===== src/rtl/core/mmoe_pkg.sv =====
// ----------------------------------------------------------------------------
// mmoe_pkg
// Shared types and constants of the median / MAD outlier estimator.
// ----------------------------------------------------------------------------
package mmoe_pkg;

	// value and register widths
	localparam int VAL_W   = 24;
	localparam int LIM_W   = 23;
	localparam int K_W     = 8;
	localparam int RHS_W   = K_W + VAL_W;
	localparam int CFG_IW  = 2;

	// widths of the command index and the count status, sized for the full
	// range of the set size
	localparam int CNT_W   = 6;
	localparam int M_W     = 5;

	// configuration register indexes
	localparam logic [CFG_IW-1:0] REG_MAX_GROUND = 2'd0;
	localparam logic [CFG_IW-1:0] REG_MAD_MULT   = 2'd1;

	localparam logic [LIM_W-1:0] MAX_GROUND_RST = 23'd25600;
	localparam logic [K_W-1:0]   MAD_MULT_RST   = 8'd48;

	typedef enum logic [3:0] {
		OP_NOP,
		OP_STORE,
		OP_OPEN,
		OP_LOAD_S,
		OP_LOAD_D,
		OP_SORT,
		OP_PICK,
		OP_MED,
		OP_MAD,
		OP_MUL,
		OP_SUM,
		OP_DIVI,
		OP_DIV,
		OP_FIN
	} op_t;

	typedef struct packed {
		op_t              op;
		logic [CNT_W-1:0] idx;
	} cmd_t;

	typedef struct packed {
		logic [M_W-1:0] m;
		logic           out_full;
	} stat_t;

endpackage


===== src/rtl/core/mmoe_dp.sv =====
// ----------------------------------------------------------------------------
// mmoe_dp
// Datapath: survivor store, sort network, median pick, inlier sum, divider.
// ----------------------------------------------------------------------------
module mmoe_dp #(
	parameter int STORED_MAX = 10
) (
	input  logic                          clk,
	input  logic                          arst_n,
	input  mmoe_pkg::cmd_t                cmd,
	output mmoe_pkg::stat_t               stat,
	input  logic [mmoe_pkg::VAL_W-1:0]    reading,
	input  logic                          finite,
	input  logic                          cfg_we,
	input  logic [mmoe_pkg::CFG_IW-1:0]   cfg_index,
	input  logic [mmoe_pkg::LIM_W-1:0]    cfg_data,
	output logic [mmoe_pkg::VAL_W-1:0]    est,
	output logic                          est_ok,
	output logic                          out_valid,
	input  logic                          out_ready
);
	import mmoe_pkg::*;

	localparam int SLOTS = STORED_MAX + 1;
	localparam int IW    = $clog2(SLOTS);
	localparam int CW    = $clog2(SLOTS + 1);
	localparam int SW    = LIM_W + CW;

	logic [VAL_W-1:0] surv_q [SLOTS];
	logic [VAL_W-1:0] dev_q  [SLOTS];
	logic [VAL_W-1:0] work_q [SLOTS];
	logic [CW-1:0]    cnt_q, seen_q, m_q, inl_q;
	logic [VAL_W-1:0] cur_q, lo_q, hi_q, med_q, mad_q;
	logic             cur_ok_q;
	logic [RHS_W-1:0] rhs_q;
	logic [SW-1:0]    sum_q, quo_q;
	logic [CW:0]      rem_q;
	logic [LIM_W-1:0] max_q;
	logic [K_W-1:0]   k_q;
	logic [VAL_W-1:0] est_q;
	logic             ok_q, valid_q;

	logic             surv_ok;
	logic [CW-1:0]    k_idx, half;
	logic [VAL_W:0]   pair_sum;
	logic [VAL_W-1:0] mid_val;
	logic             inlier;
	logic [CW:0]      r2;
	logic [VAL_W-1:0] est_div;
	logic [VAL_W:0]   avg_sum;

	assign surv_ok  = finite && !reading[VAL_W-1] &&
		(reading[LIM_W-1:0] <= max_q);
	assign k_idx    = cmd.idx[CW-1:0];
	assign half     = m_q >> 1;
	assign pair_sum = {1'b0, lo_q} + {1'b0, hi_q};
	assign mid_val  = m_q[0] ? hi_q : pair_sum[VAL_W:1];
	assign inlier   = (mad_q == '0) ||
		(RHS_W'({dev_q[0], 4'b0000}) <= rhs_q);
	assign r2       = {rem_q[CW-1:0], quo_q[SW-1]};
	assign est_div  = (inl_q == '0) ? med_q : quo_q[VAL_W-1:0];
	assign avg_sum  = {1'b0, est_div} + {1'b0, cur_q};

	assign stat.m        = M_W'(m_q);
	assign stat.out_full = valid_q;
	assign est           = est_q;
	assign est_ok        = ok_q;
	assign out_valid     = valid_q;

	// control state and configuration
	always_ff @(posedge clk or negedge arst_n) begin
		if (!arst_n) begin
			cnt_q   <= '0;
			seen_q  <= '0;
			max_q   <= MAX_GROUND_RST;
			k_q     <= MAD_MULT_RST;
			valid_q <= 1'b0;
		end else begin
			if (cfg_we) begin
				case (cfg_index)
					REG_MAX_GROUND: max_q <= cfg_data;
					REG_MAD_MULT:   k_q   <= cfg_data[K_W-1:0];
					default:        ;
				endcase
			end
			if (cmd.op == OP_FIN)
				valid_q <= 1'b1;
			else if (out_ready)
				valid_q <= 1'b0;
			case (cmd.op)
				OP_STORE: begin
					if (seen_q < CW'(STORED_MAX)) begin
						seen_q <= seen_q + 1'b1;
						if (surv_ok && cnt_q < CW'(STORED_MAX))
							cnt_q <= cnt_q + 1'b1;
					end
				end
				OP_OPEN: begin
					cnt_q  <= '0;
					seen_q <= '0;
				end
				default: ;
			endcase
		end
	end

	// payload
	always_ff @(posedge clk) begin
		case (cmd.op)
			OP_STORE: begin
				if (seen_q < CW'(STORED_MAX) && surv_ok && cnt_q < CW'(STORED_MAX))
					surv_q[cnt_q[IW-1:0]] <= reading;
			end
			OP_OPEN: begin
				cur_q    <= reading;
				cur_ok_q <= surv_ok;
				if (surv_ok) begin
					surv_q[cnt_q[IW-1:0]] <= reading;
					m_q <= cnt_q + 1'b1;
				end else begin
					m_q <= cnt_q;
				end
			end
			OP_LOAD_S: begin
				for (int i = 0; i < SLOTS; i++)
					work_q[i] <= (CW'(i) < m_q) ? surv_q[i] : '1;
			end
			OP_LOAD_D: begin
				for (int i = 0; i < SLOTS; i++) begin
					dev_q[i] <= (surv_q[i] >= med_q) ? surv_q[i] - med_q
						: med_q - surv_q[i];
					work_q[i] <= (CW'(i) < m_q) ? ((surv_q[i] >= med_q) ?
						surv_q[i] - med_q : med_q - surv_q[i]) : '1;
				end
			end
			OP_SORT: begin
				// odd-even transposition pass, parity from the pass count
				for (int i = 0; i + 1 < SLOTS; i++) begin
					if ((i % 2) == int'(cmd.idx[0]) && work_q[i] > work_q[i+1]) begin
						work_q[i]   <= work_q[i+1];
						work_q[i+1] <= work_q[i];
					end
				end
			end
			OP_PICK: begin
				if (k_idx == half)
					hi_q <= work_q[0];
				if (k_idx == half - 1'b1)
					lo_q <= work_q[0];
				for (int i = 0; i + 1 < SLOTS; i++)
					work_q[i] <= work_q[i+1];
				work_q[SLOTS-1] <= '1;
			end
			OP_MED: med_q <= mid_val;
			OP_MAD: mad_q <= mid_val;
			OP_MUL: begin
				rhs_q <= RHS_W'(k_q) * RHS_W'(mad_q);
				sum_q <= '0;
				inl_q <= '0;
			end
			OP_SUM: begin
				if (k_idx < m_q && inlier) begin
					sum_q <= sum_q + SW'(surv_q[0]);
					inl_q <= inl_q + 1'b1;
				end
				for (int i = 0; i + 1 < SLOTS; i++) begin
					surv_q[i] <= surv_q[i+1];
					dev_q[i]  <= dev_q[i+1];
				end
			end
			OP_DIVI: begin
				quo_q <= sum_q;
				rem_q <= '0;
			end
			OP_DIV: begin
				// restoring division, one quotient bit a cycle
				if (r2 >= {1'b0, inl_q}) begin
					rem_q <= r2 - {1'b0, inl_q};
					quo_q <= {quo_q[SW-2:0], 1'b1};
				end else begin
					rem_q <= r2;
					quo_q <= {quo_q[SW-2:0], 1'b0};
				end
			end
			OP_FIN: begin
				if (m_q == '0) begin
					est_q <= '0;
					ok_q  <= 1'b0;
				end else begin
					est_q <= cur_ok_q ? avg_sum[VAL_W:1] : est_div;
					ok_q  <= 1'b1;
				end
			end
			default: ;
		endcase
	end

endmodule


===== src/rtl/core/mmoe_ctrl.sv =====
// ----------------------------------------------------------------------------
// mmoe_ctrl
// Sequencer for collection, two sort/pick rounds, inlier sum and division.
// ----------------------------------------------------------------------------
module mmoe_ctrl #(
	parameter int STORED_MAX = 10
) (
	input  logic            clk,
	input  logic            arst_n,
	input  logic            in_valid,
	input  logic            in_last,
	output logic            in_ready,
	input  logic            out_ready,
	input  mmoe_pkg::stat_t stat,
	output mmoe_pkg::cmd_t  cmd
);
	import mmoe_pkg::*;

	localparam int SLOTS = STORED_MAX + 1;
	localparam int CW    = $clog2(SLOTS + 1);
	localparam int SW    = LIM_W + CW;

	typedef enum logic [3:0] {
		ST_IDLE, ST_CHK, ST_LOAD, ST_SORT, ST_PICK, ST_MED,
		ST_MUL, ST_SUM, ST_DIVI, ST_DIV, ST_FIN
	} state_t;

	state_t           state_q;
	logic [CNT_W-1:0] cnt_q;
	logic             phase_q;
	logic             fin_go;

	assign in_ready = (state_q == ST_IDLE);
	assign fin_go   = !stat.out_full || out_ready;

	always_comb begin
		cmd.idx = cnt_q;
		case (state_q)
			ST_IDLE: cmd.op = !in_valid ? OP_NOP : (in_last ? OP_OPEN : OP_STORE);
			ST_LOAD: cmd.op = phase_q ? OP_LOAD_D : OP_LOAD_S;
			ST_SORT: cmd.op = OP_SORT;
			ST_PICK: cmd.op = OP_PICK;
			ST_MED:  cmd.op = phase_q ? OP_MAD : OP_MED;
			ST_MUL:  cmd.op = OP_MUL;
			ST_SUM:  cmd.op = OP_SUM;
			ST_DIVI: cmd.op = OP_DIVI;
			ST_DIV:  cmd.op = OP_DIV;
			ST_FIN:  cmd.op = fin_go ? OP_FIN : OP_NOP;
			default: cmd.op = OP_NOP;
		endcase
	end

	always_ff @(posedge clk or negedge arst_n) begin
		if (!arst_n) begin
			state_q <= ST_IDLE;
			cnt_q   <= '0;
			phase_q <= 1'b0;
		end else begin
			case (state_q)
				ST_IDLE: begin
					if (in_valid && in_last)
						state_q <= ST_CHK;
				end
				ST_CHK: begin
					phase_q <= 1'b0;
					state_q <= (stat.m == '0) ? ST_FIN : ST_LOAD;
				end
				ST_LOAD: begin
					cnt_q   <= '0;
					state_q <= ST_SORT;
				end
				ST_SORT: begin
					if (cnt_q == CNT_W'(SLOTS - 1)) begin
						cnt_q   <= '0;
						state_q <= ST_PICK;
					end else begin
						cnt_q <= cnt_q + 1'b1;
					end
				end
				ST_PICK: begin
					cnt_q <= cnt_q + 1'b1;
					if (cnt_q == CNT_W'(stat.m >> 1))
						state_q <= ST_MED;
				end
				ST_MED: begin
					phase_q <= 1'b1;
					state_q <= phase_q ? ST_MUL : ST_LOAD;
				end
				ST_MUL: begin
					cnt_q   <= '0;
					state_q <= ST_SUM;
				end
				ST_SUM: begin
					cnt_q <= cnt_q + 1'b1;
					if (cnt_q == CNT_W'(SLOTS - 1))
						state_q <= ST_DIVI;
				end
				ST_DIVI: begin
					cnt_q   <= '0;
					state_q <= ST_DIV;
				end
				ST_DIV: begin
					cnt_q <= cnt_q + 1'b1;
					if (cnt_q == CNT_W'(SW - 1))
						state_q <= ST_FIN;
				end
				ST_FIN: begin
					if (fin_go)
						state_q <= ST_IDLE;
				end
				default: state_q <= ST_IDLE;
			endcase
		end
	end

endmodule


===== src/rtl/core/median_mad_outlier_estimator.sv =====
// ----------------------------------------------------------------------------
// median_mad_outlier_estimator
// Robust ground estimate from a set of distance readings by median / MAD.
// ----------------------------------------------------------------------------
// usage
//   s_* carries readings: tdata the Q15.8 reading, tuser the finite flag,
//   tlast marks the current reading that closes a set
//   stored readings are taken while idle; a set holds at most STORED_MAX of them
//   the current reading starts the computation; s_tready stays low until done
//   m_* carries one result per set: tdata the estimate, tuser the ok flag
//   from the current reading to m_tvalid the block runs two sort rounds,
//   two median picks, the inlier scan and the bit-serial divider
//   a set with no survivors skips straight to the result
//   the result sits in an output register; if m_tready is low the next set
//   still collects stored readings, and the next result waits for the slot
//   cfg_* writes a register at any time the block is idle; cfg_ready is high
//   reset clears the counts, the output valid and loads register defaults
// ----------------------------------------------------------------------------
module median_mad_outlier_estimator #(
	parameter int STORED_MAX = 10
) (
	input  logic                        clk,
	input  logic                        arst_n,
	input  logic                        s_tvalid,
	output logic                        s_tready,
	input  logic [mmoe_pkg::VAL_W-1:0]  s_tdata,   // [23:0] reading
	input  logic                        s_tuser,   // [0] reading_finite
	input  logic                        s_tlast,   // is_current
	output logic                        m_tvalid,
	input  logic                        m_tready,
	output logic [mmoe_pkg::VAL_W-1:0]  m_tdata,   // [23:0] estimate
	output logic                        m_tuser,   // [0] estimate_ok
	input  logic                        cfg_valid,
	output logic                        cfg_ready,
	input  logic [mmoe_pkg::CFG_IW-1:0] cfg_index,
	input  logic [mmoe_pkg::LIM_W-1:0]  cfg_data
);
	import mmoe_pkg::*;

	cmd_t  cmd;
	stat_t stat;

	// register writes never stall
	assign cfg_ready = 1'b1;

	mmoe_ctrl #(
		.STORED_MAX(STORED_MAX)
	) u_ctrl (
		.clk      (clk),
		.arst_n   (arst_n),
		.in_valid (s_tvalid),
		.in_last  (s_tlast),
		.in_ready (s_tready),
		.out_ready(m_tready),
		.stat     (stat),
		.cmd      (cmd)
	);

	mmoe_dp #(
		.STORED_MAX(STORED_MAX)
	) u_dp (
		.clk      (clk),
		.arst_n   (arst_n),
		.cmd      (cmd),
		.stat     (stat),
		.reading  (s_tdata),
		.finite   (s_tuser),
		.cfg_we   (cfg_valid),
		.cfg_index(cfg_index),
		.cfg_data (cfg_data),
		.est      (m_tdata),
		.est_ok   (m_tuser),
		.out_valid(m_tvalid),
		.out_ready(m_tready)
	);

endmodule

===== config.mk =====
export PLATFORM = sky130hd
export DESIGN_NAME = median_mad_outlier_estimator
export DESIGN_NICKNAME = d
export VERILOG_FILES = /design/src/rtl/core/mmoe_pkg.sv /design/src/rtl/core/mmoe_dp.sv /design/src/rtl/core/mmoe_ctrl.sv /design/src/rtl/core/median_mad_outlier_estimator.sv
export SDC_FILE = /design/constraint.sdc
export NUM_CORES = 2
export LEC_CHECK = 0
export BUFFER_PORTS_ARGS = -buffer_cell sky130_fd_sc_hd__clkbuf_2
export CORE_ASPECT_RATIO = 1.4
export CORE_MARGIN = 2
export CORE_UTILIZATION = 30
export CTS_CLUSTER_SIZE = 28
export DETAILED_ROUTE_END_ITERATION = 7
export GPL_ROUTABILITY_DRIVEN = 0
export PLACE_DENSITY_LB_ADDON = 0.25
export SYNTH_ARGS = -nofsm -noshare
export SYNTH_HDL_FRONTEND = slang
export SYNTH_SLANG_ARGS = --single-unit

===== constraint.sdc =====
create_clock -name clk -period 7.28 [get_ports clk]
set_input_delay 0.364 -clock clk [delete_from_list [all_inputs] [get_ports clk]]
set_output_delay 0.364 -clock clk [all_outputs]
set_load 0.01 [all_outputs]

* Yosys cells after proc, flatten, opt, wreduce, memory -nomap -nowiden
Memories as Yosys holds them, arrays and structs flattened.
Index checks and enable logic that the tools add are counted.
** Word-level totals
- Register bits :: 295
- RAM bits :: 792
- Output and inout bits :: 28
- Logic and storage cells :: 402
- Memories kept :: 3
** Operators by class
- Add/sub/neg operators :: 31
- Multiply operators :: 1
- Magnitude comparators :: 38
- Equality and inequality tests :: 38
- Multiplexer cells :: 171
- Bitwise operators :: 54
- Reduce and logical (&&, ||, !) cells :: 44
** Memory list
- u_dp.dev_q :: depth 11, width 24, rd ports 11, clocked after memory_dff 0, write ports 11, RTL line mmoe_dp.sv:30 : logic [VAL_W-1:0] dev_q [SLOTS];
- u_dp.surv_q :: depth 11, width 24, rd ports 11, clocked after memory_dff 0, write ports 10, RTL line mmoe_dp.sv:29 : logic [VAL_W-1:0] surv_q [SLOTS];
- u_dp.work_q :: depth 11, width 24, rd ports 11, clocked after memory_dff 0, write ports 11, RTL line mmoe_dp.sv:31 : logic [VAL_W-1:0] work_q [SLOTS];
** Operators with widths (count)
- 2-to-1 mux 24 bit :: 90
- subtractor 24 bit :: 22
- >= comparator 24 bit :: 11
- greater-than comparator 24 bit :: 10
- one-hot mux 27 bit (2 select lines) :: 2
- 2-to-1 mux 4 bit :: 17
- OR 1 bit :: 53
- adder 24 x 24 -> 25 bit :: 2
- 2-to-1 mux 1 bit :: 49
- one-hot mux 4 bit (11 select lines) :: 1
- one-hot mux 4 bit (10 select lines) :: 1
- == test 4 bit, second input constant :: 9
- == test 4 x 3 -> 1 bit, second input constant :: 8
- <= comparator 28 x 32 -> 1 bit :: 1
- multiplier 8 x 24 -> 32 bit :: 1
- one-hot mux 4 bit (2 select lines) :: 4
- adder 27 x 24 -> 27 bit :: 1
- 2-to-1 mux 27 bit :: 1
- zero test 24 bit :: 1
- OR reduction 24 bit :: 1
- <= comparator 23 bit :: 1
- != test 2 x 1 -> 1 bit, second input constant :: 9
- one-hot mux 6 bit (3 select lines) :: 1
- logical AND 1 bit :: 17
- other kinds (35) :: 64

* Logic depth before layout (Yosys ltp)
- Depth after elaboration :: 11
- Mapped depth :: 21

* Cells and area by module
From an unflattened synthesis, not the netlist that was laid out.
** Second synthesis, totals
- Cell total of the unflattened synthesis :: 9572
- Area total of the unflattened synthesis :: 87750.4 um^2
** Modules (own cells, without submodules)
- mmoe_dp :: times used 1, cells an instance 9441, area an instance 86669.4 um^2
- mmoe_ctrl :: times used 1, cells an instance 129, area an instance 1069.8 um^2
- median_mad_outlier_estimator :: times used 1, cells an instance 2, area an instance 11.3 um^2

* Least setup slack after synthesis
OpenSTA, ideal clock, no wires.
- Path type :: register to register
- Start point :: register u_ctrl.state_q[1]
- End point :: memory u_dp.dev_q[0][0], enable pin
- Setup time :: 1.849 ns
- Data arrival time :: 5.872 ns
- Slack :: -0.441 ns
- Stages on the path, launching flop included :: 11
- Path buffers :: 5
- Period minus slack after synthesis :: 7.721 ns
- Cell sequence :: dfrtp_1 buf_2 nand2_1 or3_1 clkbuf_1 inv_1 nand2_1 clkbuf_1 clkbuf_1 clkbuf_1 nand2_1
** RTL lines
- start, declared :: RTL line mmoe_ctrl.sv:28 : state_t state_q;
- start signal, assigned :: RTL line mmoe_ctrl.sv:66 : state_q <= (stat.m == '0) ? ST_FIN : ST_LOAD;
- start signal, assigned :: RTL line mmoe_ctrl.sv:87 : state_q <= phase_q ? ST_MUL : ST_LOAD;
- end, declared :: RTL line mmoe_dp.sv:30

* Worst setup path after layout
- Start point :: register u_dp.k_q[3]
- End point :: register u_dp.rhs_q[31], data pin
** On the way
- Word-level cells in the longest chain between the ends :: 1
** Ends and longest elaborated chain
- start, declared :: RTL line mmoe_dp.sv:39 : logic [K_W-1:0] k_q;
- start signal, assigned :: RTL line mmoe_dp.sv:82 : REG_MAD_MULT: k_q <= cfg_data[K_W-1:0];
- multiplier 8 x 24 -> 32 bit :: RTL line mmoe_dp.sv:157 : rhs_q <= RHS_W'(k_q) * RHS_W'(mad_q);
- end signal, assigned :: RTL line mmoe_dp.sv:157
- end, declared :: RTL line mmoe_dp.sv:35 : logic [RHS_W-1:0] rhs_q;
No other way between the ends.
A chain may end at the register's enable or synchronous reset.

==> results.tsv <==
metric	value	unit
critical_path.most_common_cell	fa_1	
start_kind	register	
antenna_found_initial	9	
grt_max_degree	148	
ctsLongestPathBuffers	4	
vias_per_cell	5.67	
clock_latency	0.89	ns
ys_types	112	
drive_gt1_share	7.11	%
power_density	411	nW/µm²
io_pins	84	
hold_path_end	u_ctrl.state_q[0]$_DFFE_PN0P_	
io_buffers	82	
cts-root-buf	clkbuf_16	
switchingPower	0.0189	W
synth_fp_nets	10700	
synth_warnings	0	
drt-initial-drc-count	7022	
worstRegToRegCells	18	
die_area	299000	µm²
clkPwrFrac	18.0	%
route.detailed.drc	0	
synth_edf_count	1036	
synth-seq-cells	1087	
cts_buffers	147	
nets	10700	
num_vias	77000	
ant_nets	0	
critical_path_arrival	7.07	ns
timing.fmax	154	MHz
hold-path-cell-count	5	
layout_worst_path_cycle_share	89.2	%
first_pass_iters	7	
syn_area	88400	µm²
cts_tree	yes	
hpwl	296000	µm
dp_cells	13300	
hold_violations	0	
p_comb_share	52.6	%
cellLeakagePower	41.2	nW
grt_use_total	24.1	%
ys.flop_type	edfxtp_1	
hold_start	s_tvalid	
rows	235	
hp-class	input port to register	
syn_to_final_growth	11.4	%
skew	0.106	ns
wl	373000	µm
die_x	463	µm
critPathKind	register to register	
tns	0	ns
grt-ovfl-total	0	
ys_seq_area_share	36.6	%
grt_pass1_vias	79400	
drv_cap	2	
worstPathRequired	7.86	ns
rsz0062_at_grt	false	
worstMarginPinSlew	1.55	ns
p_int	0.0216	W
cts.clk_slew.worst_paths	0.07	ns
netlist_instances	9593	
status	finished, violations left	
seqPwrFrac	29.4	%
initial_core_util	30.2	%
r2r_setup_slack	0.79	ns
cts_sinks	1087	
ir_drop	217	µV
cp_max_fo	25	
slowest_stage	dfrtp_1	
layoutNonFillerInstCount	13600	
grt_pass1_wl	534000	µm
maxSlewViolCount	5	
max_stage_delay	0.92	ns
async_flop_share	4.69	%
setup_violations	0	
cts-htree-levels	4	
crit_path_end_kind	register	
reg2reg_to	u_dp.rhs_q[31]$_DFFE_PP_	
slew_headroom	-3.51	%
p_sw_share	46.7	%
r2r_start	u_dp.k_q[3]$_DFFE_PN0P_	
wire_per_inst	27.4	µm
period_minus_slack	6.49	ns
core-area	293000	µm²
die_y	646	µm
syn_avg_cell_area	9.22	µm²
cp_cell_sequence	nand2_1, fa_1, fa_1, inv_1, fa_1, inv_1, fa_1, inv_1, ha_1, a21boi_0, o221ai_1, a211oi_1, o21ai_0, a31oi_1, a41o_1, o21ai_0, nor2b_1, xnor2_1	
violations	max-capacitance violations, max-slew violations	
==> how the worst max path moves through the flow <==
stage                                          end               startpoint  slack [ns]  cells past startpoint
after CTS                 u_dp.rhs_q[31]$_DFFE_PP_  u_dp.k_q[3]$_DFFE_PN0P_        0.80                     18
after detailed placement  u_dp.rhs_q[31]$_DFFE_PP_  u_dp.k_q[7]$_DFFE_PN0P_        0.84                     18
after floorplan           u_dp.rhs_q[31]$_DFFE_PP_  u_dp.k_q[5]$_DFFE_PN1P_        1.92                     18
after global routing      u_dp.rhs_q[31]$_DFFE_PP_  u_dp.k_q[2]$_DFFE_PN0P_        0.55                     17
final                     u_dp.rhs_q[31]$_DFFE_PP_  u_dp.k_q[3]$_DFFE_PN0P_        0.79                     18
after global placement    u_dp.rhs_q[31]$_DFFE_PP_  u_dp.k_q[3]$_DFFE_PN0P_        0.79                     18
==> power by group through the flow <==
stage                     sequential (W)  combinational (W)  clock (W)
after detailed placement          0.0119             0.0209          0
after global placement            0.0119             0.0206          0
after floorplan                   0.0109             0.0140          0
after CTS                         0.0118             0.0210    0.00738
after global routing              0.0120             0.0232    0.00758
final                             0.0119             0.0213    0.00728
==> cell type report <==
class | count | area (µm²)
Antenna cell | 8 | 20.0
Fill cell | 30200 | 194000
Tap cell | 3910 | 4890
Timing Repair Buffer | 321 | 2370
Clock inverter | 83 | 783
Multi-Input combinational cell | 7137 | 51000
Sequential cell | 1087 | 32400
Clock buffer | 173 | 3800
Inverter | 876 | 3290
==> state kept, by name, summed over array words and instances (netlist names), 6 cells and up <==
signal / flops
u_dp.dev_q: 264
u_dp.surv_q: 264
u_dp.work_q: 264
u_dp.rhs_q: 32
u_dp.quo_q: 27
u_dp.sum_q: 27
u_dp.cur_q: 24
u_dp.est: 24
u_dp.hi_q: 24
u_dp.lo_q: 24
u_dp.mad_q: 24
u_dp.med_q: 24
u_dp.max_q: 23
u_dp.k_q: 8
u_ctrl.cnt_q: 6
==> worst max-delay path: cells and delay by family, from the launching register on <==
| family | cells | cell delay, ns |
|---|---|---|
| AO/OA/AOI/OAI | 7 | 2.27 |
| XOR/XNOR | 1 | 0.11 |
| adder cells (fa/ha/maj) | 5 | 2.43 |
| buffers and inverters | 3 | 0.17 |
| flip-flops | 1 | 0.92 |
| AND/OR/NAND/NOR | 2 | 0.30 |
==> cell families after synthesis <==
logic type	share of synthesized area (%)
AO/OA/AOI/OAI	22.0
XOR/XNOR	3.39
adder cells (fa/ha/maj)	16.9
buffers and inverters	6.05
flip-flops	36.6
multiplexers	2.02
other	0.00424
AND/OR/NAND/NOR	13.0
==> metrics by stage <==
step	power (W)	setup slack (ns)	util, %	hold WS (ns)	cell area (µm²)
2_1_floorplan	0.0250	1.92	-	0.0684	88400
3_3_place_gp	0.0325	0.786	31.9	0.477	93500
3_5_place_dp	0.0328	0.844	31.9	0.487	93500
4_1_cts	0.0402	0.796	33.6	0.0189	98500
5_1_grt	0.0428	0.547	33.6	0.0558	98500
6_report	0.0405	0.789	33.6	0.0735	98500
==> layer usage <==
| layer | global-route usage [%] | vias to the layer above | part of all wire [%] |
|---|---|---|---|
| met4 | 21.5 | 4 | 10 |
| met2 | 42.9 | 3374 | 50 |
| met5 | 0 | - | 0.0056 |
| met3 | 3.05 | 1252 | 5.5 |
| li1 | - | 34700 | - |
| met1 | 24.7 | 37700 | 35 |
==> cells in the final DEF, fill, tap and decap left out, types with 182 or more instances in the layout <==
cell and count:
a21o_1 354, a21oi_1 832, xnor2_1 197, inv_1 874, o21ai_0 842, and2_1 182
ha_1 940, nand2_1 740, nor2_1 655, buf_4 192, edfxtp_1 1036
==> what timing repair did <==
item / CTS / global route
resized for setup: 0 / 0
hold buffers: 42 / 0
hold endpoints to repair: 95 / 0
setup buffers: 0 / 0
==> cells in the mapped netlist, types with 166 or more instances <==
| library cell | count | share of area (%) |
|---|---|---|
| a21o_1 | 354 | 3.0 |
| and2_1 | 182 | 1.3 |
| xnor2_1 | 197 | 2.0 |
| nand2_1 | 742 | 3.1 |
| nand3_1 | 166 | 0.94 |
| o21ai_0 | 854 | 4.8 |
| a21oi_1 | 835 | 4.7 |
| edfxtp_1 | 1036 | 35 |
| ha_1 | 940 | 13 |
| nor2_1 | 665 | 2.8 |
| clkbuf_1 | 363 | 1.5 |
| inv_1 | 874 | 3.7 |
No activity file was read; power rests on OpenSTA's default activity.
